$ cat src/sv/kwl_pkg.sv
// shared types, codes and keyword tables for the keyword token lexer
`default_nettype none

package kwl_pkg;

  // default parameter values
  localparam int unsigned MaxLexemeDef = 19;
  localparam int unsigned LineBitsDef  = 16;

  // fixed field widths
  localparam int unsigned CodeW = 5;
  localparam int unsigned TLineW = 16;
  localparam int unsigned TLenW = 5;
  localparam int unsigned KwCount = 9;

  // scan modes
  localparam logic [2:0] MODE_IDLE  = 3'd0;
  localparam logic [2:0] MODE_WORD  = 3'd1;
  localparam logic [2:0] MODE_NUM   = 3'd2;
  localparam logic [2:0] MODE_EQ    = 3'd3;
  localparam logic [2:0] MODE_COLON = 3'd4;
  localparam logic [2:0] MODE_LT    = 3'd5;
  localparam logic [2:0] MODE_GT    = 3'd6;

  // token codes
  localparam logic [CodeW-1:0] TK_ID     = 5'd0;
  localparam logic [CodeW-1:0] TK_NUM    = 5'd10;
  localparam logic [CodeW-1:0] TK_SEMI   = 5'd11;
  localparam logic [CodeW-1:0] TK_DOT    = 5'd12;
  localparam logic [CodeW-1:0] TK_PLUS   = 5'd13;
  localparam logic [CodeW-1:0] TK_MINUS  = 5'd14;
  localparam logic [CodeW-1:0] TK_STAR   = 5'd15;
  localparam logic [CodeW-1:0] TK_SLASH  = 5'd16;
  localparam logic [CodeW-1:0] TK_COMMA  = 5'd17;
  localparam logic [CodeW-1:0] TK_EQEQ   = 5'd18;
  localparam logic [CodeW-1:0] TK_ASSIGN = 5'd19;
  localparam logic [CodeW-1:0] TK_LT     = 5'd20;
  localparam logic [CodeW-1:0] TK_LE     = 5'd21;
  localparam logic [CodeW-1:0] TK_GT     = 5'd22;
  localparam logic [CodeW-1:0] TK_GE     = 5'd23;
  localparam logic [CodeW-1:0] TK_LPAREN = 5'd24;
  localparam logic [CodeW-1:0] TK_RPAREN = 5'd25;
  localparam logic [CodeW-1:0] TK_END    = 5'd26;
  localparam logic [CodeW-1:0] TK_ERR    = 5'd27;

  // characters
  localparam logic [7:0] CH_TAB    = 8'h09;
  localparam logic [7:0] CH_LF     = 8'h0A;
  localparam logic [7:0] CH_SPACE  = 8'h20;
  localparam logic [7:0] CH_LPAREN = 8'h28;
  localparam logic [7:0] CH_RPAREN = 8'h29;
  localparam logic [7:0] CH_STAR   = 8'h2A;
  localparam logic [7:0] CH_PLUS   = 8'h2B;
  localparam logic [7:0] CH_COMMA  = 8'h2C;
  localparam logic [7:0] CH_MINUS  = 8'h2D;
  localparam logic [7:0] CH_DOT    = 8'h2E;
  localparam logic [7:0] CH_SLASH  = 8'h2F;
  localparam logic [7:0] CH_COLON  = 8'h3A;
  localparam logic [7:0] CH_SEMI   = 8'h3B;
  localparam logic [7:0] CH_LT     = 8'h3C;
  localparam logic [7:0] CH_EQ     = 8'h3D;
  localparam logic [7:0] CH_GT     = 8'h3E;

  // keyword spellings, padded with zeros; keyword k has token code k+1
  localparam logic [7:0] KW_TEXT [KwCount][8] = '{
    '{"p", "r", "o", "g", "r", "a", "m", 8'h00},
    '{"c", "o", "n", "s", "t", 8'h00, 8'h00, 8'h00},
    '{"v", "a", "r", 8'h00, 8'h00, 8'h00, 8'h00, 8'h00},
    '{"B", "e", "g", "i", "n", 8'h00, 8'h00, 8'h00},
    '{"r", "e", "a", "d", 8'h00, 8'h00, 8'h00, 8'h00},
    '{"w", "h", "i", "l", "e", 8'h00, 8'h00, 8'h00},
    '{"d", "o", 8'h00, 8'h00, 8'h00, 8'h00, 8'h00, 8'h00},
    '{"e", "n", "d", 8'h00, 8'h00, 8'h00, 8'h00, 8'h00},
    '{"w", "r", "i", "t", "e", 8'h00, 8'h00, 8'h00}
  };
  localparam logic [3:0] KW_LEN [KwCount] = '{4'd7, 4'd5, 4'd3, 4'd5, 4'd4, 4'd5, 4'd2,
                                              4'd3, 4'd5};

  typedef struct packed {
    logic [CodeW-1:0]  code;
    logic [TLineW-1:0] line;
    logic [TLenW-1:0]  len;
    logic              too_long;
    logic              last;
  } tok_t;

  function automatic logic is_alpha(input logic [7:0] c);
    return ((c >= "a") && (c <= "z")) || ((c >= "A") && (c <= "Z"));
  endfunction

  function automatic logic is_digit(input logic [7:0] c);
    return (c >= "0") && (c <= "9");
  endfunction

endpackage

`default_nettype wire

$ cat src/sv/kwl_char_if.sv
// valid/ready channel carrying one source character item
`default_nettype none

interface kwl_char_if;
  logic       valid;
  logic       ready;
  logic [7:0] char_code;
  logic       end_of_input;

  modport source (output valid, output char_code, output end_of_input, input ready);
  modport sink   (input valid, input char_code, input end_of_input, output ready);
endinterface

`default_nettype wire

$ cat src/sv/kwl_token_if.sv
// valid/ready channel carrying one token item
`default_nettype none

interface kwl_token_if;
  logic                      valid;
  logic                      ready;
  logic [kwl_pkg::CodeW-1:0]  token_code;
  logic [kwl_pkg::TLineW-1:0] token_line;
  logic [kwl_pkg::TLenW-1:0]  lexeme_length;
  logic                      too_long;
  logic                      last_of_run;

  modport source (output valid, output token_code, output token_line, output lexeme_length,
                  output too_long, output last_of_run, input ready);
  modport sink   (input valid, input token_code, input token_line, input lexeme_length,
                  input too_long, input last_of_run, output ready);
endinterface

`default_nettype wire

$ cat src/sv/kwl_scan.sv
// next-state and token logic for one character of the lexer
`default_nettype none

module kwl_scan #(
  parameter int unsigned MaxLexeme = kwl_pkg::MaxLexemeDef,
  parameter int unsigned LineBits  = kwl_pkg::LineBitsDef,
  localparam int unsigned LenW     = $clog2(MaxLexeme + 1)
) (
  input  wire logic [7:0]                  char_i,
  input  wire logic                        end_i,
  input  wire logic [2:0]                  mode_i,
  input  wire logic [LineBits-1:0]         line_i,
  input  wire logic [LineBits-1:0]         start_i,
  input  wire logic [LenW-1:0]             len_i,
  input  wire logic [kwl_pkg::KwCount-1:0] alive_i,
  input  wire logic                        ovf_i,
  input  wire logic                        fin_i,
  output logic      [2:0]                  mode_o,
  output logic      [LineBits-1:0]         line_o,
  output logic      [LineBits-1:0]         start_o,
  output logic      [LenW-1:0]             len_o,
  output logic      [kwl_pkg::KwCount-1:0] alive_o,
  output logic                             ovf_o,
  output logic                             fin_o,
  output kwl_pkg::tok_t                    tok_o [2],
  output logic      [1:0]                  cnt_o
);

  localparam logic [LenW-1:0] MaxLen = LenW'(MaxLexeme);

  // fixed-width views of the running line and length
  logic [LineBits+kwl_pkg::TLineW-1:0] line_ext, start_ext;
  logic [LenW+kwl_pkg::TLenW-1:0]      len_ext;
  logic [kwl_pkg::TLineW-1:0]          line16, start16;
  logic [kwl_pkg::TLenW-1:0]           len5;

  assign line_ext  = {{kwl_pkg::TLineW{1'b0}}, line_i};
  assign start_ext = {{kwl_pkg::TLineW{1'b0}}, start_i};
  assign len_ext   = {{kwl_pkg::TLenW{1'b0}}, len_i};
  assign line16    = line_ext[kwl_pkg::TLineW-1:0];
  assign start16   = start_ext[kwl_pkg::TLineW-1:0];
  assign len5      = len_ext[kwl_pkg::TLenW-1:0];

  // token for the lexeme in progress, emitted when it ends
  kwl_pkg::tok_t flush_tok;
  logic          flush_vld;
  logic [kwl_pkg::CodeW-1:0] word_code;

  always_comb begin
    word_code = kwl_pkg::TK_ID;
    for (int k = 0; k < kwl_pkg::KwCount; k++) begin
      if (alive_i[k] && (len_ext == (LenW + kwl_pkg::TLenW)'(kwl_pkg::KW_LEN[k]))) begin
        word_code = kwl_pkg::CodeW'(k + 1);
      end
    end
  end

  always_comb begin
    flush_tok = '{code: kwl_pkg::TK_ERR, line: start16, len: kwl_pkg::TLenW'(1),
                  too_long: 1'b0, last: 1'b0};
    flush_vld = 1'b1;
    unique case (mode_i)
      kwl_pkg::MODE_WORD: begin
        flush_tok.code     = word_code;
        flush_tok.len      = len5;
        flush_tok.too_long = ovf_i;
      end
      kwl_pkg::MODE_NUM: begin
        flush_tok.code     = kwl_pkg::TK_NUM;
        flush_tok.len      = len5;
        flush_tok.too_long = ovf_i;
      end
      kwl_pkg::MODE_EQ:    flush_tok.code = kwl_pkg::TK_ASSIGN;
      kwl_pkg::MODE_COLON: flush_tok.code = kwl_pkg::TK_ERR;
      kwl_pkg::MODE_LT:    flush_tok.code = kwl_pkg::TK_LT;
      kwl_pkg::MODE_GT:    flush_tok.code = kwl_pkg::TK_GT;
      default:             flush_vld = 1'b0;
    endcase
  end

  always_comb begin
    logic                        done;
    logic                        add_c;
    logic [LenW-1:0]             base_len;
    logic [kwl_pkg::KwCount-1:0] base_alive;
    logic                        base_word;
    logic [1:0]                  n;
    kwl_pkg::tok_t               single;
    logic                        single_vld;

    mode_o     = mode_i;
    line_o     = line_i;
    start_o    = start_i;
    len_o      = len_i;
    alive_o    = alive_i;
    ovf_o      = ovf_i;
    fin_o      = fin_i;
    tok_o[0]   = '0;
    tok_o[1]   = '0;
    n          = 2'd0;
    done       = 1'b0;
    add_c      = 1'b0;
    base_len   = len_i;
    base_alive = alive_i;
    base_word  = (mode_i == kwl_pkg::MODE_WORD);
    single     = '{code: kwl_pkg::TK_ERR, line: line16, len: kwl_pkg::TLenW'(1),
                   too_long: 1'b0, last: 1'b0};
    single_vld = 1'b0;

    if (fin_i) begin
      // nothing more until reset
    end else if (end_i) begin
      if (flush_vld) begin
        tok_o[n[0]] = flush_tok;
        n = n + 2'd1;
      end
      tok_o[n[0]] = '{code: kwl_pkg::TK_END, line: line16, len: '0, too_long: 1'b0,
                      last: 1'b0};
      n      = n + 2'd1;
      fin_o  = 1'b1;
      mode_o = kwl_pkg::MODE_IDLE;
    end else begin
      unique case (mode_i)
        kwl_pkg::MODE_WORD: begin
          if (kwl_pkg::is_alpha(char_i) || kwl_pkg::is_digit(char_i)) begin
            add_c = 1'b1;
            done  = 1'b1;
          end
        end
        kwl_pkg::MODE_NUM: begin
          if (kwl_pkg::is_digit(char_i)) begin
            add_c = 1'b1;
            done  = 1'b1;
          end
        end
        kwl_pkg::MODE_EQ, kwl_pkg::MODE_COLON, kwl_pkg::MODE_LT, kwl_pkg::MODE_GT: begin
          if (char_i == kwl_pkg::CH_EQ) begin
            // two-character operator completes here
            tok_o[0] = '{code: kwl_pkg::TK_EQEQ, line: start16, len: kwl_pkg::TLenW'(2),
                         too_long: 1'b0, last: 1'b0};
            unique case (mode_i)
              kwl_pkg::MODE_COLON: tok_o[0].code = kwl_pkg::TK_ASSIGN;
              kwl_pkg::MODE_LT:    tok_o[0].code = kwl_pkg::TK_LE;
              kwl_pkg::MODE_GT:    tok_o[0].code = kwl_pkg::TK_GE;
              default:             tok_o[0].code = kwl_pkg::TK_EQEQ;
            endcase
            n    = 2'd1;
            done = 1'b1;
          end
        end
        default: ;
      endcase

      if (!done || (mode_i != kwl_pkg::MODE_WORD && mode_i != kwl_pkg::MODE_NUM)) begin
        mode_o = kwl_pkg::MODE_IDLE;
      end

      if (!done) begin
        if (flush_vld) begin
          tok_o[0] = flush_tok;
          n = 2'd1;
        end
        // start of a new lexeme or a one-character token
        if (char_i == kwl_pkg::CH_LF) begin
          line_o = line_i + LineBits'(1);
        end else if (char_i == kwl_pkg::CH_SPACE || char_i == kwl_pkg::CH_TAB) begin
          // blank
        end else if (kwl_pkg::is_alpha(char_i) || kwl_pkg::is_digit(char_i) ||
                     char_i == kwl_pkg::CH_EQ || char_i == kwl_pkg::CH_COLON ||
                     char_i == kwl_pkg::CH_LT || char_i == kwl_pkg::CH_GT) begin
          start_o    = line_i;
          len_o      = '0;
          alive_o    = '1;
          ovf_o      = 1'b0;
          base_len   = '0;
          base_alive = '1;
          base_word  = kwl_pkg::is_alpha(char_i);
          add_c      = kwl_pkg::is_alpha(char_i) || kwl_pkg::is_digit(char_i);
          priority if (kwl_pkg::is_alpha(char_i))    mode_o = kwl_pkg::MODE_WORD;
          else if (kwl_pkg::is_digit(char_i))        mode_o = kwl_pkg::MODE_NUM;
          else if (char_i == kwl_pkg::CH_EQ)         mode_o = kwl_pkg::MODE_EQ;
          else if (char_i == kwl_pkg::CH_COLON)      mode_o = kwl_pkg::MODE_COLON;
          else if (char_i == kwl_pkg::CH_LT)         mode_o = kwl_pkg::MODE_LT;
          else                                       mode_o = kwl_pkg::MODE_GT;
        end else begin
          single_vld = 1'b1;
          priority case (char_i)
            kwl_pkg::CH_SEMI:   single.code = kwl_pkg::TK_SEMI;
            kwl_pkg::CH_DOT:    single.code = kwl_pkg::TK_DOT;
            kwl_pkg::CH_PLUS:   single.code = kwl_pkg::TK_PLUS;
            kwl_pkg::CH_MINUS:  single.code = kwl_pkg::TK_MINUS;
            kwl_pkg::CH_STAR:   single.code = kwl_pkg::TK_STAR;
            kwl_pkg::CH_SLASH:  single.code = kwl_pkg::TK_SLASH;
            kwl_pkg::CH_COMMA:  single.code = kwl_pkg::TK_COMMA;
            kwl_pkg::CH_LPAREN: single.code = kwl_pkg::TK_LPAREN;
            kwl_pkg::CH_RPAREN: single.code = kwl_pkg::TK_RPAREN;
            default:            single.code = kwl_pkg::TK_ERR;
          endcase
        end
        if (single_vld) begin
          tok_o[n[0]] = single;
          n = n + 2'd1;
        end
      end

      if (add_c) begin
        if (base_word) begin
          for (int k = 0; k < kwl_pkg::KwCount; k++) begin
            if ((LenW + 4)'(base_len) >= (LenW + 4)'(kwl_pkg::KW_LEN[k])) begin
              base_alive[k] = 1'b0;
            end else if (kwl_pkg::KW_TEXT[k][base_len[2:0]] != char_i) begin
              base_alive[k] = 1'b0;
            end
          end
          alive_o = base_alive;
        end
        if (base_len < MaxLen) begin
          len_o = base_len + LenW'(1);
        end else begin
          ovf_o = 1'b1;
        end
      end
    end

    if (n == 2'd1) tok_o[0].last = 1'b1;
    if (n == 2'd2) tok_o[1].last = 1'b1;
    cnt_o = n;
  end

endmodule

`default_nettype wire

$ cat src/sv/keyword_token_lexer.sv
// keyword token lexer: streaming lexer for a small pascal-like language
//
// char_i takes one source character item per handshake (char_code, or end_of_input
// to mark the end of the text). token_o gives the tokens: code, starting line,
// length, an over-long flag and last_of_run on the final token of a character.
// A character item lands in an input register; the scan logic then turns it and
// the lexer state combinationally into zero, one or two tokens, written to a
// two-entry result register whose head drives token_o. A new character is taken
// every cycle while token_o takes each token and each character gives at most one
// token; a character that gives two tokens holds up the next one until its second
// token is taken, bound by the single token port.
// When token_o stalls, one character waits in the input register and char_i
// holds ready low until the result register frees up.
// Reset puts the line counter at one, drops any lexeme in progress and clears
// both registers. After the end token nothing more is produced until reset.
`default_nettype none

module keyword_token_lexer #(
  parameter int unsigned MaxLexeme = kwl_pkg::MaxLexemeDef,
  parameter int unsigned LineBits  = kwl_pkg::LineBitsDef
) (
  input wire logic   clk_i,
  input wire logic   rst_ni,
  kwl_char_if.sink   char_i,
  kwl_token_if.source token_o
);

  localparam int unsigned LenW = $clog2(MaxLexeme + 1);

  // input register
  logic       in_vld_q;
  logic [7:0] in_char_q;
  logic       in_end_q;

  // lexer state
  logic [2:0]                  mode_q, mode_d;
  logic [LineBits-1:0]         line_q, line_d;
  logic [LineBits-1:0]         start_q, start_d;
  logic [LenW-1:0]             len_q, len_d;
  logic [kwl_pkg::KwCount-1:0] alive_q, alive_d;
  logic                        ovf_q, ovf_d;
  logic                        fin_q, fin_d;

  // result register
  kwl_pkg::tok_t tok_q [2];
  kwl_pkg::tok_t tok_d [2];
  logic [1:0]    cnt_d;
  logic [1:0]    rem_q;
  logic          head_q;

  logic out_fire, res_free, process;

  assign out_fire = token_o.valid && token_o.ready;
  assign res_free = (rem_q == 2'd0) || ((rem_q == 2'd1) && out_fire);
  assign process  = in_vld_q && res_free;
  assign char_i.ready = !in_vld_q || process;

  kwl_scan #(
    .MaxLexeme(MaxLexeme),
    .LineBits (LineBits)
  ) u_scan (
    .char_i (in_char_q),
    .end_i  (in_end_q),
    .mode_i (mode_q),
    .line_i (line_q),
    .start_i(start_q),
    .len_i  (len_q),
    .alive_i(alive_q),
    .ovf_i  (ovf_q),
    .fin_i  (fin_q),
    .mode_o (mode_d),
    .line_o (line_d),
    .start_o(start_d),
    .len_o  (len_d),
    .alive_o(alive_d),
    .ovf_o  (ovf_d),
    .fin_o  (fin_d),
    .tok_o  (tok_d),
    .cnt_o  (cnt_d)
  );

  always_ff @(posedge clk_i or negedge rst_ni) begin
    if (!rst_ni) begin
      in_vld_q <= 1'b0;
    end else if (char_i.ready) begin
      in_vld_q <= char_i.valid;
    end
  end

  always_ff @(posedge clk_i) begin
    if (char_i.valid && char_i.ready) begin
      in_char_q <= char_i.char_code;
      in_end_q  <= char_i.end_of_input;
    end
  end

  always_ff @(posedge clk_i or negedge rst_ni) begin
    if (!rst_ni) begin
      mode_q  <= kwl_pkg::MODE_IDLE;
      line_q  <= LineBits'(1);
      start_q <= '0;
      len_q   <= '0;
      alive_q <= '1;
      ovf_q   <= 1'b0;
      fin_q   <= 1'b0;
    end else if (process) begin
      mode_q  <= mode_d;
      line_q  <= line_d;
      start_q <= start_d;
      len_q   <= len_d;
      alive_q <= alive_d;
      ovf_q   <= ovf_d;
      fin_q   <= fin_d;
    end
  end

  always_ff @(posedge clk_i or negedge rst_ni) begin
    if (!rst_ni) begin
      rem_q  <= 2'd0;
      head_q <= 1'b0;
    end else if (process) begin
      rem_q  <= cnt_d;
      head_q <= 1'b0;
    end else if (out_fire) begin
      rem_q  <= rem_q - 2'd1;
      head_q <= 1'b1;
    end
  end

  always_ff @(posedge clk_i) begin
    if (process) begin
      tok_q[0] <= tok_d[0];
      tok_q[1] <= tok_d[1];
    end
  end

  assign token_o.valid         = (rem_q != 2'd0);
  assign token_o.token_code    = tok_q[head_q].code;
  assign token_o.token_line    = tok_q[head_q].line;
  assign token_o.lexeme_length = tok_q[head_q].len;
  assign token_o.too_long      = tok_q[head_q].too_long;
  assign token_o.last_of_run   = tok_q[head_q].last;

endmodule

`default_nettype wire

$ cat src/flat_wrapper.sv
// flat-port wrapper written by rule: the top's interface ports become plain ports
module keyword_token_lexer_flat 
#(
  parameter int unsigned MaxLexeme = kwl_pkg::MaxLexemeDef,
  parameter int unsigned LineBits  = kwl_pkg::LineBitsDef
)
  (clk_i, rst_ni, char_i_valid, char_i_char_code, char_i_end_of_input, char_i_ready, token_o_valid, token_o_token_code, token_o_token_line, token_o_lexeme_length, token_o_too_long, token_o_last_of_run, token_o_ready);
  kwl_char_if char_i_i ();
  kwl_token_if token_o_i ();
  input wire logic clk_i;
  input wire logic rst_ni;
  input wire logic [$bits(char_i_i.valid)-1:0] char_i_valid;
  input wire logic [$bits(char_i_i.char_code)-1:0] char_i_char_code;
  input wire logic [$bits(char_i_i.end_of_input)-1:0] char_i_end_of_input;
  output wire logic [$bits(char_i_i.ready)-1:0] char_i_ready;
  output wire logic [$bits(token_o_i.valid)-1:0] token_o_valid;
  output wire logic [$bits(token_o_i.token_code)-1:0] token_o_token_code;
  output wire logic [$bits(token_o_i.token_line)-1:0] token_o_token_line;
  output wire logic [$bits(token_o_i.lexeme_length)-1:0] token_o_lexeme_length;
  output wire logic [$bits(token_o_i.too_long)-1:0] token_o_too_long;
  output wire logic [$bits(token_o_i.last_of_run)-1:0] token_o_last_of_run;
  input wire logic [$bits(token_o_i.ready)-1:0] token_o_ready;
  assign char_i_i.valid = char_i_valid;
  assign char_i_i.char_code = char_i_char_code;
  assign char_i_i.end_of_input = char_i_end_of_input;
  assign char_i_ready = char_i_i.ready;
  assign token_o_valid = token_o_i.valid;
  assign token_o_token_code = token_o_i.token_code;
  assign token_o_token_line = token_o_i.token_line;
  assign token_o_lexeme_length = token_o_i.lexeme_length;
  assign token_o_too_long = token_o_i.too_long;
  assign token_o_last_of_run = token_o_i.last_of_run;
  assign token_o_i.ready = token_o_ready;
  keyword_token_lexer #(.MaxLexeme(MaxLexeme), .LineBits(LineBits)) u_core (.clk_i(clk_i), .rst_ni(rst_ni), .char_i(char_i_i), .token_o(token_o_i));
endmodule
$ cat config.mk
export PLATFORM = sky130hd
export DESIGN_NAME = keyword_token_lexer_flat
export DESIGN_NICKNAME = d
export VERILOG_FILES = /design/src/sv/kwl_pkg.sv /design/src/sv/kwl_char_if.sv /design/src/sv/kwl_token_if.sv /design/src/sv/kwl_scan.sv /design/src/sv/keyword_token_lexer.sv /design/src/flat_wrapper.sv
export SDC_FILE = /design/constraint.sdc
export NUM_CORES = 1
export LEC_CHECK = 0
export BUFFER_PORTS_ARGS = -buffer_cell sky130_fd_sc_hd__buf_4
export CORE_MARGIN = 2
export CORE_UTILIZATION = 35
export CTS_BUF_LIST = sky130_fd_sc_hd__clkbuf_8
export DETAILED_ROUTE_END_ITERATION = 16
export GPL_TIMING_DRIVEN = 0
export PLACE_DENSITY = 0.61
export SLEW_MARGIN = 10
export SYNTH_ARGS = -nofsm -noshare
export SYNTH_HDL_FRONTEND = slang
export SYNTH_SLANG_ARGS = --single-unit
$ cat constraint.sdc
create_clock -name clk_i -period 3.3 [get_ports clk_i]
set_clock_uncertainty 0.2 [all_clocks]
set_input_delay 0.825 -clock clk_i [delete_from_list [all_inputs] [get_ports clk_i]]
set_output_delay 0.825 -clock clk_i [all_outputs]
set_load 0.1 [all_outputs]
* Yosys cells after proc, flatten, opt, wreduce, memory -nomap -nowiden
Memory sizes are Yosys's and may differ from the RTL's.
Index checks and enable logic that the tools add are counted.
** Operators by class
- Add/subtract/negate cells :: 5
- Order comparisons :: 17
- Eq/ne operators :: 41
- Multiplexer cells :: 154
- Bitwise gates (word level) :: 8
- Reduce and logical (&&, ||, !) cells :: 41
** Operators with widths (number)
- 28-bit 2-to-1 mux :: 11
- 56-bit 2-to-1 mux :: 4
- 8-bit 2-to-1 mux :: 18
- 56-bit bitwise mux :: 2
- 8-bit by 6-bit equality test with 1-bit output (second input constant) :: 14
- 5-bit 2-to-1 mux :: 22
- 8-bit != test :: 9
- 1-bit 2-to-1 mux :: 60
- 28-bit demux with 1-bit select :: 2
- 9-bit 2-to-1 mux :: 6
- 5-bit case mux with 9 select lines :: 1
- 2-bit 2-to-1 mux :: 14
- 3-bit 2-to-1 mux :: 9
- 5-bit case mux with 5 select lines :: 1
- 1-bit logical AND :: 19
- 16-bit by 1-bit adder with 16-bit output (second input constant) :: 1
- 8-bit by 4-bit equality test with 1-bit output (second input constant) :: 2
- 8-bit by 7-bit greater-or-equal comparator with 1-bit output (second input constant) :: 2
- 8-bit by 7-bit <= comparator with 1-bit output (second input constant) :: 2
- 5-bit by 3-bit equality test with 1-bit output (second input constant) :: 3
- 5-bit by 3-bit greater-or-equal comparator with 1-bit output (second input constant) :: 3
- 5-bit by 2-bit equality test with 1-bit output (second input constant) :: 2
- 5-bit by 2-bit greater-or-equal comparator with 1-bit output (second input constant) :: 2
- 1-bit logical OR :: 10
- 33 further kinds :: 47
** Storage, ports and cells
- Flip-flop bits (word level) :: 64
- RAM bits :: 56
- Memory bits (read-only) :: 576
- Bits of input ports :: 13
- Output and inout port bits :: 30
- Word-level logic and storage cells :: 288
- Memories :: 10
** Memory list
- (no name shown) :: words 8, bits a word 8, read ports 1, clocked after Yosys merged registers in 0, wr ports 0, line kwl_scan.sv:211 : end else if (kwl_pkg::KW_TEXT[k][base_len[2:0]] != char_i) begin
- (no name shown) :: words 8, bits a word 8, read ports 1, clocked after Yosys merged registers in 0, wr ports 0, line kwl_scan.sv:211
- (no name shown) :: words 8, bits a word 8, read ports 1, clocked after Yosys merged registers in 0, wr ports 0, line kwl_scan.sv:211
- (no name shown) :: words 8, bits a word 8, read ports 1, clocked after Yosys merged registers in 0, wr ports 0, line kwl_scan.sv:211
- (no name shown) :: words 8, bits a word 8, read ports 1, clocked after Yosys merged registers in 0, wr ports 0, line kwl_scan.sv:211
- (no name shown) :: words 8, bits a word 8, read ports 1, clocked after Yosys merged registers in 0, wr ports 0, line kwl_scan.sv:211
- +4 memories

* Depth between registers and ports, before layout
- Depth after elaboration :: 23
- Mapped depth :: 15
- Depth with buffers taken out :: 13

* By module
A second synthesis with hierarchy kept.
** Unflattened totals
- Cell total of the unflattened synthesis :: 801
- Area, all modules :: 7898.8 um^2
** Modules (own cells, without submodules)
- keyword_token_lexer :: times used 1, cells an instance 229, area an instance 4635.7 um^2, seq. area each 3340.7 um^2
- kwl_scan :: times used 1, cells an instance 572, area an instance 3263.1 um^2, seq. area each 0.0 um^2

* Worst setup path after synthesis
OpenSTA, ideal clock, no wires.
- Path kind :: reg-to-reg
- Start point :: register u_core.in_char_q[6]
- End point :: register u_core.alive_q[8] in the netlist's numbering
- Setup time :: 0.088 ns
- Data arrival time :: 3.204 ns
- Data required time :: 3.012 ns
- Setup slack :: -0.192 ns
- Cell stages (with the launch flop) :: 16
- Path buffers :: 2
- Period minus slack after synthesis :: 3.492 ns
- Cell sequence :: edfxtp_1 > buf_6 > and4bb_4 > nand2_2 > o221a_2 > buf_6 > nand2_1 > and2_1 > inv_1 > ha_1 > or3_1 > a21oi_1 > a21oi_1 > a2111oi_2 > o21ai_1 > a221oi_2
** Between the ends
- Cells in the longest elaborated chain, start to end :: 23
- Elaborated cells on any way between the ends :: 62
- Those cells by class :: 7 x order compare; 8 x eq/ne; 35 x mux; 1 x bitwise; 10 x reduce/logical; 1 x memory
** Ends and longest elaborated chain
- start, declared :: line keyword_token_lexer.sv:32 : logic [7:0] in_char_q;
- start signal, assigned :: line keyword_token_lexer.sv:92 : in_char_q <= char_i.char_code;
- 8-bit by 7-bit greater-or-equal comparator with 1-bit output or 8-bit by 7-bit <= comparator with 1-bit output (tied branches) :: line kwl_pkg.sv:88 : return ((c >= "a") && (c <= "z")) || ((c >= "A") && (c <= "Z"));
- 1-bit logical AND :: line kwl_pkg.sv:88
- 1-bit logical OR :: line kwl_pkg.sv:88
- 1-bit logical OR :: line kwl_scan.sv:125, kwl_scan.sv:168, kwl_scan.sv:178
- 1-bit logical OR :: line kwl_scan.sv:168 : end else if (kwl_pkg::is_alpha(char_i) || kwl_pkg::is_digit(char_i) ||
- 1-bit logical OR (2 in a row) :: line kwl_scan.sv:169 : char_i == kwl_pkg::CH_EQ || char_i == kwl_pkg::CH_COLON ||
- 1-bit logical OR :: line kwl_scan.sv:170 : char_i == kwl_pkg::CH_LT || char_i == kwl_pkg::CH_GT) begin
- 5-bit 2-to-1 mux :: line kwl_scan.sv:168
- [... 5 more ...]
- 3-bit NOT with 4-bit output (not written as such) :: line kwl_scan.sv:211
- memory read 8 x 8 bit
- 8-bit 2-to-1 mux (not written as such) (2 in a row) :: line kwl_scan.sv:211
- 8-bit != test :: line kwl_scan.sv:211
- 1-bit 2-to-1 mux :: line kwl_scan.sv:211
- 1-bit 2-to-1 mux :: line kwl_scan.sv:209 : if ((LenW + 4)'(base_len) >= (LenW + 4)'(kwl_pkg::KW_LEN[k])) begin
- 9-bit 2-to-1 mux :: line kwl_scan.sv:207 : if (base_word) begin
- 9-bit 2-to-1 mux * :: line kwl_scan.sv:206 : if (add_c) begin
- end signal, assigned :: line keyword_token_lexer.sv:111 : alive_q <= alive_d;
- end, declared :: line keyword_token_lexer.sv:40 : logic [kwl_pkg::KwCount-1:0] alive_q, alive_d;
Mark *: on every way between the ends. The rest lies on a longest branch, timed or not. The select of a mux whose other input is x is not followed.
A chain may end at the register's enable or synchronous reset.

* Final worst setup path
- Start point :: register u_core.len_q[0]
- End point :: register u_core.alive_q[0] in the netlist's numbering
** Between the ends
- Cells in the longest elaborated chain, start to end :: 15
- Elaborated cells on any way between the ends :: 16
- Those cells by class :: 1 x order compare; 1 x eq/ne; 12 x mux; 1 x bitwise; 1 x memory
** Ends and longest elaborated chain
- start, declared :: line keyword_token_lexer.sv:39 : logic [LenW-1:0] len_q, len_d;
- start signal, assigned :: line keyword_token_lexer.sv:110 : len_q <= len_d;
- 5-bit 2-to-1 mux :: line kwl_scan.sv:168
- 5-bit 2-to-1 mux :: line kwl_scan.sv:166 : end else if (char_i == kwl_pkg::CH_SPACE || char_i == kwl_pkg::CH_TAB) begin
- 5-bit 2-to-1 mux :: line kwl_scan.sv:164 : if (char_i == kwl_pkg::CH_LF) begin
- 5-bit 2-to-1 mux * :: line kwl_scan.sv:158 : if (!done) begin
- 5-bit 2-to-1 mux * :: line kwl_scan.sv:112 : end else if (end_i) begin
- 5-bit 2-to-1 mux * :: line kwl_scan.sv:110 : if (fin_i) begin
- 3-bit NOT with 4-bit output (not written as such) :: line kwl_scan.sv:211
- memory read 8 x 8 bit
- 8-bit 2-to-1 mux (not written as such) (2 in a row) :: line kwl_scan.sv:211
- 8-bit != test :: line kwl_scan.sv:211
- 1-bit 2-to-1 mux :: line kwl_scan.sv:211
- 1-bit 2-to-1 mux * :: line kwl_scan.sv:209
- 9-bit 2-to-1 mux * :: line kwl_scan.sv:207
- 9-bit 2-to-1 mux * :: line kwl_scan.sv:206
Marked as above.

==> results.yml <==
timing:
  finalWorstSetupSlack_ns: 0.0115
  worstMarginPinSlew_ns: 0.761
  slew_viol_final: 0
  slew_headroom_pct: 49.2
  finalHoldViolCount: 0
  fin_crit_sh_pct: 99.7
  setup_viol: 0
  fmax_mhz: 304
  rsz0062_at_grt: "true"
  period_needed_ns: 3.29
  setup_tns_ns: 0
global_route:
  grt-ovfl-total: 0
  grt_max_degree: 56
  grt_antenna_before_repair: 0
  grt_use_total_pct: 19.7
  grt_first_pass_wirelength_um: 30600
  grt_pass1_vias: 5630
layout:
  antenna_cells: 0
  fillers: 1791
  syn2layout_area_growth_pct: 20.6
  fin_area_um2: 8160
  layout-drive-gt1-share_pct: 25.1
  fin_util_pct: 43.3
  nets: 806
synthesis:
  syn_nets: 726
  synth_most_common_cell: "nand2_1"
  synthDistinctLibCells: 75
  synth-async-reset-ratio_pct: 47.8
  avgSynthCellArea_um2: 9.57
  seq_area_frac_synth_pct: 47.2
  ys_top_cells_by_area: "edfxtp_1 (27%), dfrtp_1 (17%), nand2_1 (4.8%)"
  yosysTopAreaCell: "edfxtp_1"
  synth_edf_count: 60
  syn_area_um2: 6760
  synth.top_cell.area_share_pct: 26.6
  synthCells: 707
  synth_warnings: 0
  ys_seq_elements: 115
  ys_top_cells_by_count: "nand2_1 (87), nor2_1 (69), edfxtp_1 (60)"
  synth_top_flop_cell: "edfxtp_1"
route:
  drt_first_pass_iters: 6
  routed_via_density: 5.48
  postRouteAntennaNets: 0
  routed_wl_um: 19400
  drt_first_iter_violations: 632
  vias: 5808
  wl_per_cell_um: 18.3
  drc: 0
power_and_ir_drop:
  leakagePower_nw: 3.23
  power_density_nw_per_um2: 940
  p_int_mw: 3.81
  clockPowerShare_pct: 16.9
  peakVddDrop_mv: 0.422
  seqPwrFrac_pct: 27.8
  sw_frac_of_total_pct: 50.4
  power_mw: 7.66
  power_switching_mw: 3.86
  p_comb_share_pct: 55.4
clock_tree:
  cts_buffers: 17
  clk_latency_ns: 0.44
  h-tree-depth: 4
  path_clk_slew_ns: 0.07
  clock-root-buffer: "clkbuf_8"
  cts_tree: "built"
  ctsLongestPathBuffers: 2
  cts.sink_count: 115
worst_setup_path:
  worst_ep_arrival_time_ns: 3.45
  crit_fanout: 10
  cp.required_ns: 3.46
  critPathLaunchType: "register"
  crit_type: "register to register"
  end_kind: "register"
outcome:
  status: "finished, final reports clean"
die:
  die_h_um: 143
  die_area_um2: 20500
  num_rows: 50
  initial_core_util_pct: 35.9
  core-area_um2: 18800
  num_io_pins: 43
  die_w_um: 143
place:
  port_buffers: 42
  gp_routability_congestion: 0.969
  dpl_cell_area_um2: 7430
  place_ws_ns: -0.685
  hpwl_um: 13400
flow_run:
  maxCapViolCount: 0
worst_hold_path:
  hold_class: "input port to async pin"
-- metal layers --
metal	track usage [%]	vias to the layer above	wire length, um	part of all wire [%]
li1	-	2737	-	-
met1	26.5	2747	8590	44
met2	30.8	281	8890	46
met3	4.73	43	1470	7.5
met4	7.56	0	490	2.5
met5	0	-	0	0
-- cell type report --
cell class	count	area, um^2	share of cell area, %
sequential	115	3190	39.1
inverter	22	88.8	1.09
buffer	47	231	2.84
timing repair inverter	2	12.5	0.153
clock inverter	15	156	1.92
tap	260	325	3.99
multi-input combinational	520	3450	42.3
timing repair buffer	62	469	5.75
clock buffer	17	234	2.87
-- worst paths after layout --
| check | start | endpoint | slack (ns) | cells after the start |
|---|---|---|---|---|
| worst max-delay path | u_core.len_q[0]$_DFFE_PN0P_ | u_core.alive_q[0]$_DFFE_PN1P_ | 0.01 | 11 |
| worst max register to register | u_core.len_q[0]$_DFFE_PN0P_ | u_core.alive_q[0]$_DFFE_PN1P_ | 0.01 | 11 |
| max in group asynchronous | rst_ni | u_core.rem_q[0]$_DFFE_PN0P_ | 2.18 | 1 |
| worst min-delay path | rst_ni | u_core.start_q[9]$_DFFE_PN0P_ | 0.24 | 1 |
| min in group clk_i | u_core.start_q[10]$_DFFE_PN0P_ | u_core.start_q[10]$_DFFE_PN0P_ | 0.28 | 2 |
| worst min register to register | u_core.start_q[10]$_DFFE_PN0P_ | u_core.start_q[10]$_DFFE_PN0P_ | 0.28 | 2 |
-- through the flow --
stage,cells,hold slack [ns]
after floorplan,707,0.246
after global placement,1009,0.260
after detailed placement,1009,0.263
after CTS,1057,0.261
after global routing,1060,0.288
final,1060,0.241
-- flip-flops by register name (all words and copies together) (netlist names) --
signal,cells
u_core.alive_q,9
u_core.fin_q,1
u_core.head_q,1
u_core.in_char_q,8
u_core.in_end_q,1
u_core.in_vld_q,1
u_core.len_q,5
u_core.line_q,16
u_core.mode_q,3
u_core.ovf_q,1
u_core.rem_q,2
u_core.start_q,16
u_core.tok_q,51
-- placed cells by master, fill, tap and decap left out, types with 8 or more instances in the layout --
master	count
buf_4	66
mux2_2	28
nand2_1	85
buf_2	10
nor2b_1	9
nor2_1	69
a21oi_1	35
nand3_1	19
o21ai_0	26
clkbuf_8	17
xor2_1	10
inv_1	19
a22oi_1	21
edfxtp_1	60
nor3_1	12
and3_1	8
and2_1	24
xnor2_1	15
clkbuf_1	21
nand4_1	10
dfstp_2	10
dfrtp_1	45
o211ai_1	9
-- power groups by stage --
| stage | clock, mW | combinational [mW] | sequential [mW] |
|---|---|---|---|
| 2_1_floorplan | 0 | 3.09 | 2.10 |
| 3_3_place_gp | 0 | 3.95 | 2.16 |
| 3_5_place_dp | 0 | 3.94 | 2.17 |
| 4_1_cts | 1.32 | 4.16 | 2.13 |
| 5_1_grt | 1.39 | 4.49 | 2.16 |
| 6_report | 1.29 | 4.24 | 2.13 |
-- kinds of logic after synthesis --
| logic type | count (synthesis) | synth area share (%) |
|---|---|---|
| flops | 115 | 47.2 |
| fa+ha+maj | 6 | 1.11 |
| simple gates | 282 | 20.4 |
| buf+inv | 72 | 4.70 |
| compound gates | 174 | 18.0 |
| mux | 33 | 5.40 |
| xor+xnor | 25 | 3.24 |
-- worst max-delay path, cell delays in order, from the launching register on --
cell and delay [ns]:
dfrtp_1 0.48, buf_1 0.46, clkbuf_2 0.40, o21ai_4 0.14
inv_2 0.11, ha_2 0.31, inv_1 0.20, nand3_1 0.12
o21ai_0 0.09, and3_1 0.21, o32ai_1 0.33, o31ai_1 0.15
-- timing repair --
item                                    4_1_cts  5_1_grt
pin swaps                                    13        5
gates resized for setup                      38        8
setup buffers                                18        2
hold buffers                                  0        0
endpoints found under the setup margin       29       52
cloned                                        1        1
(Power assumes the default switching activity.)
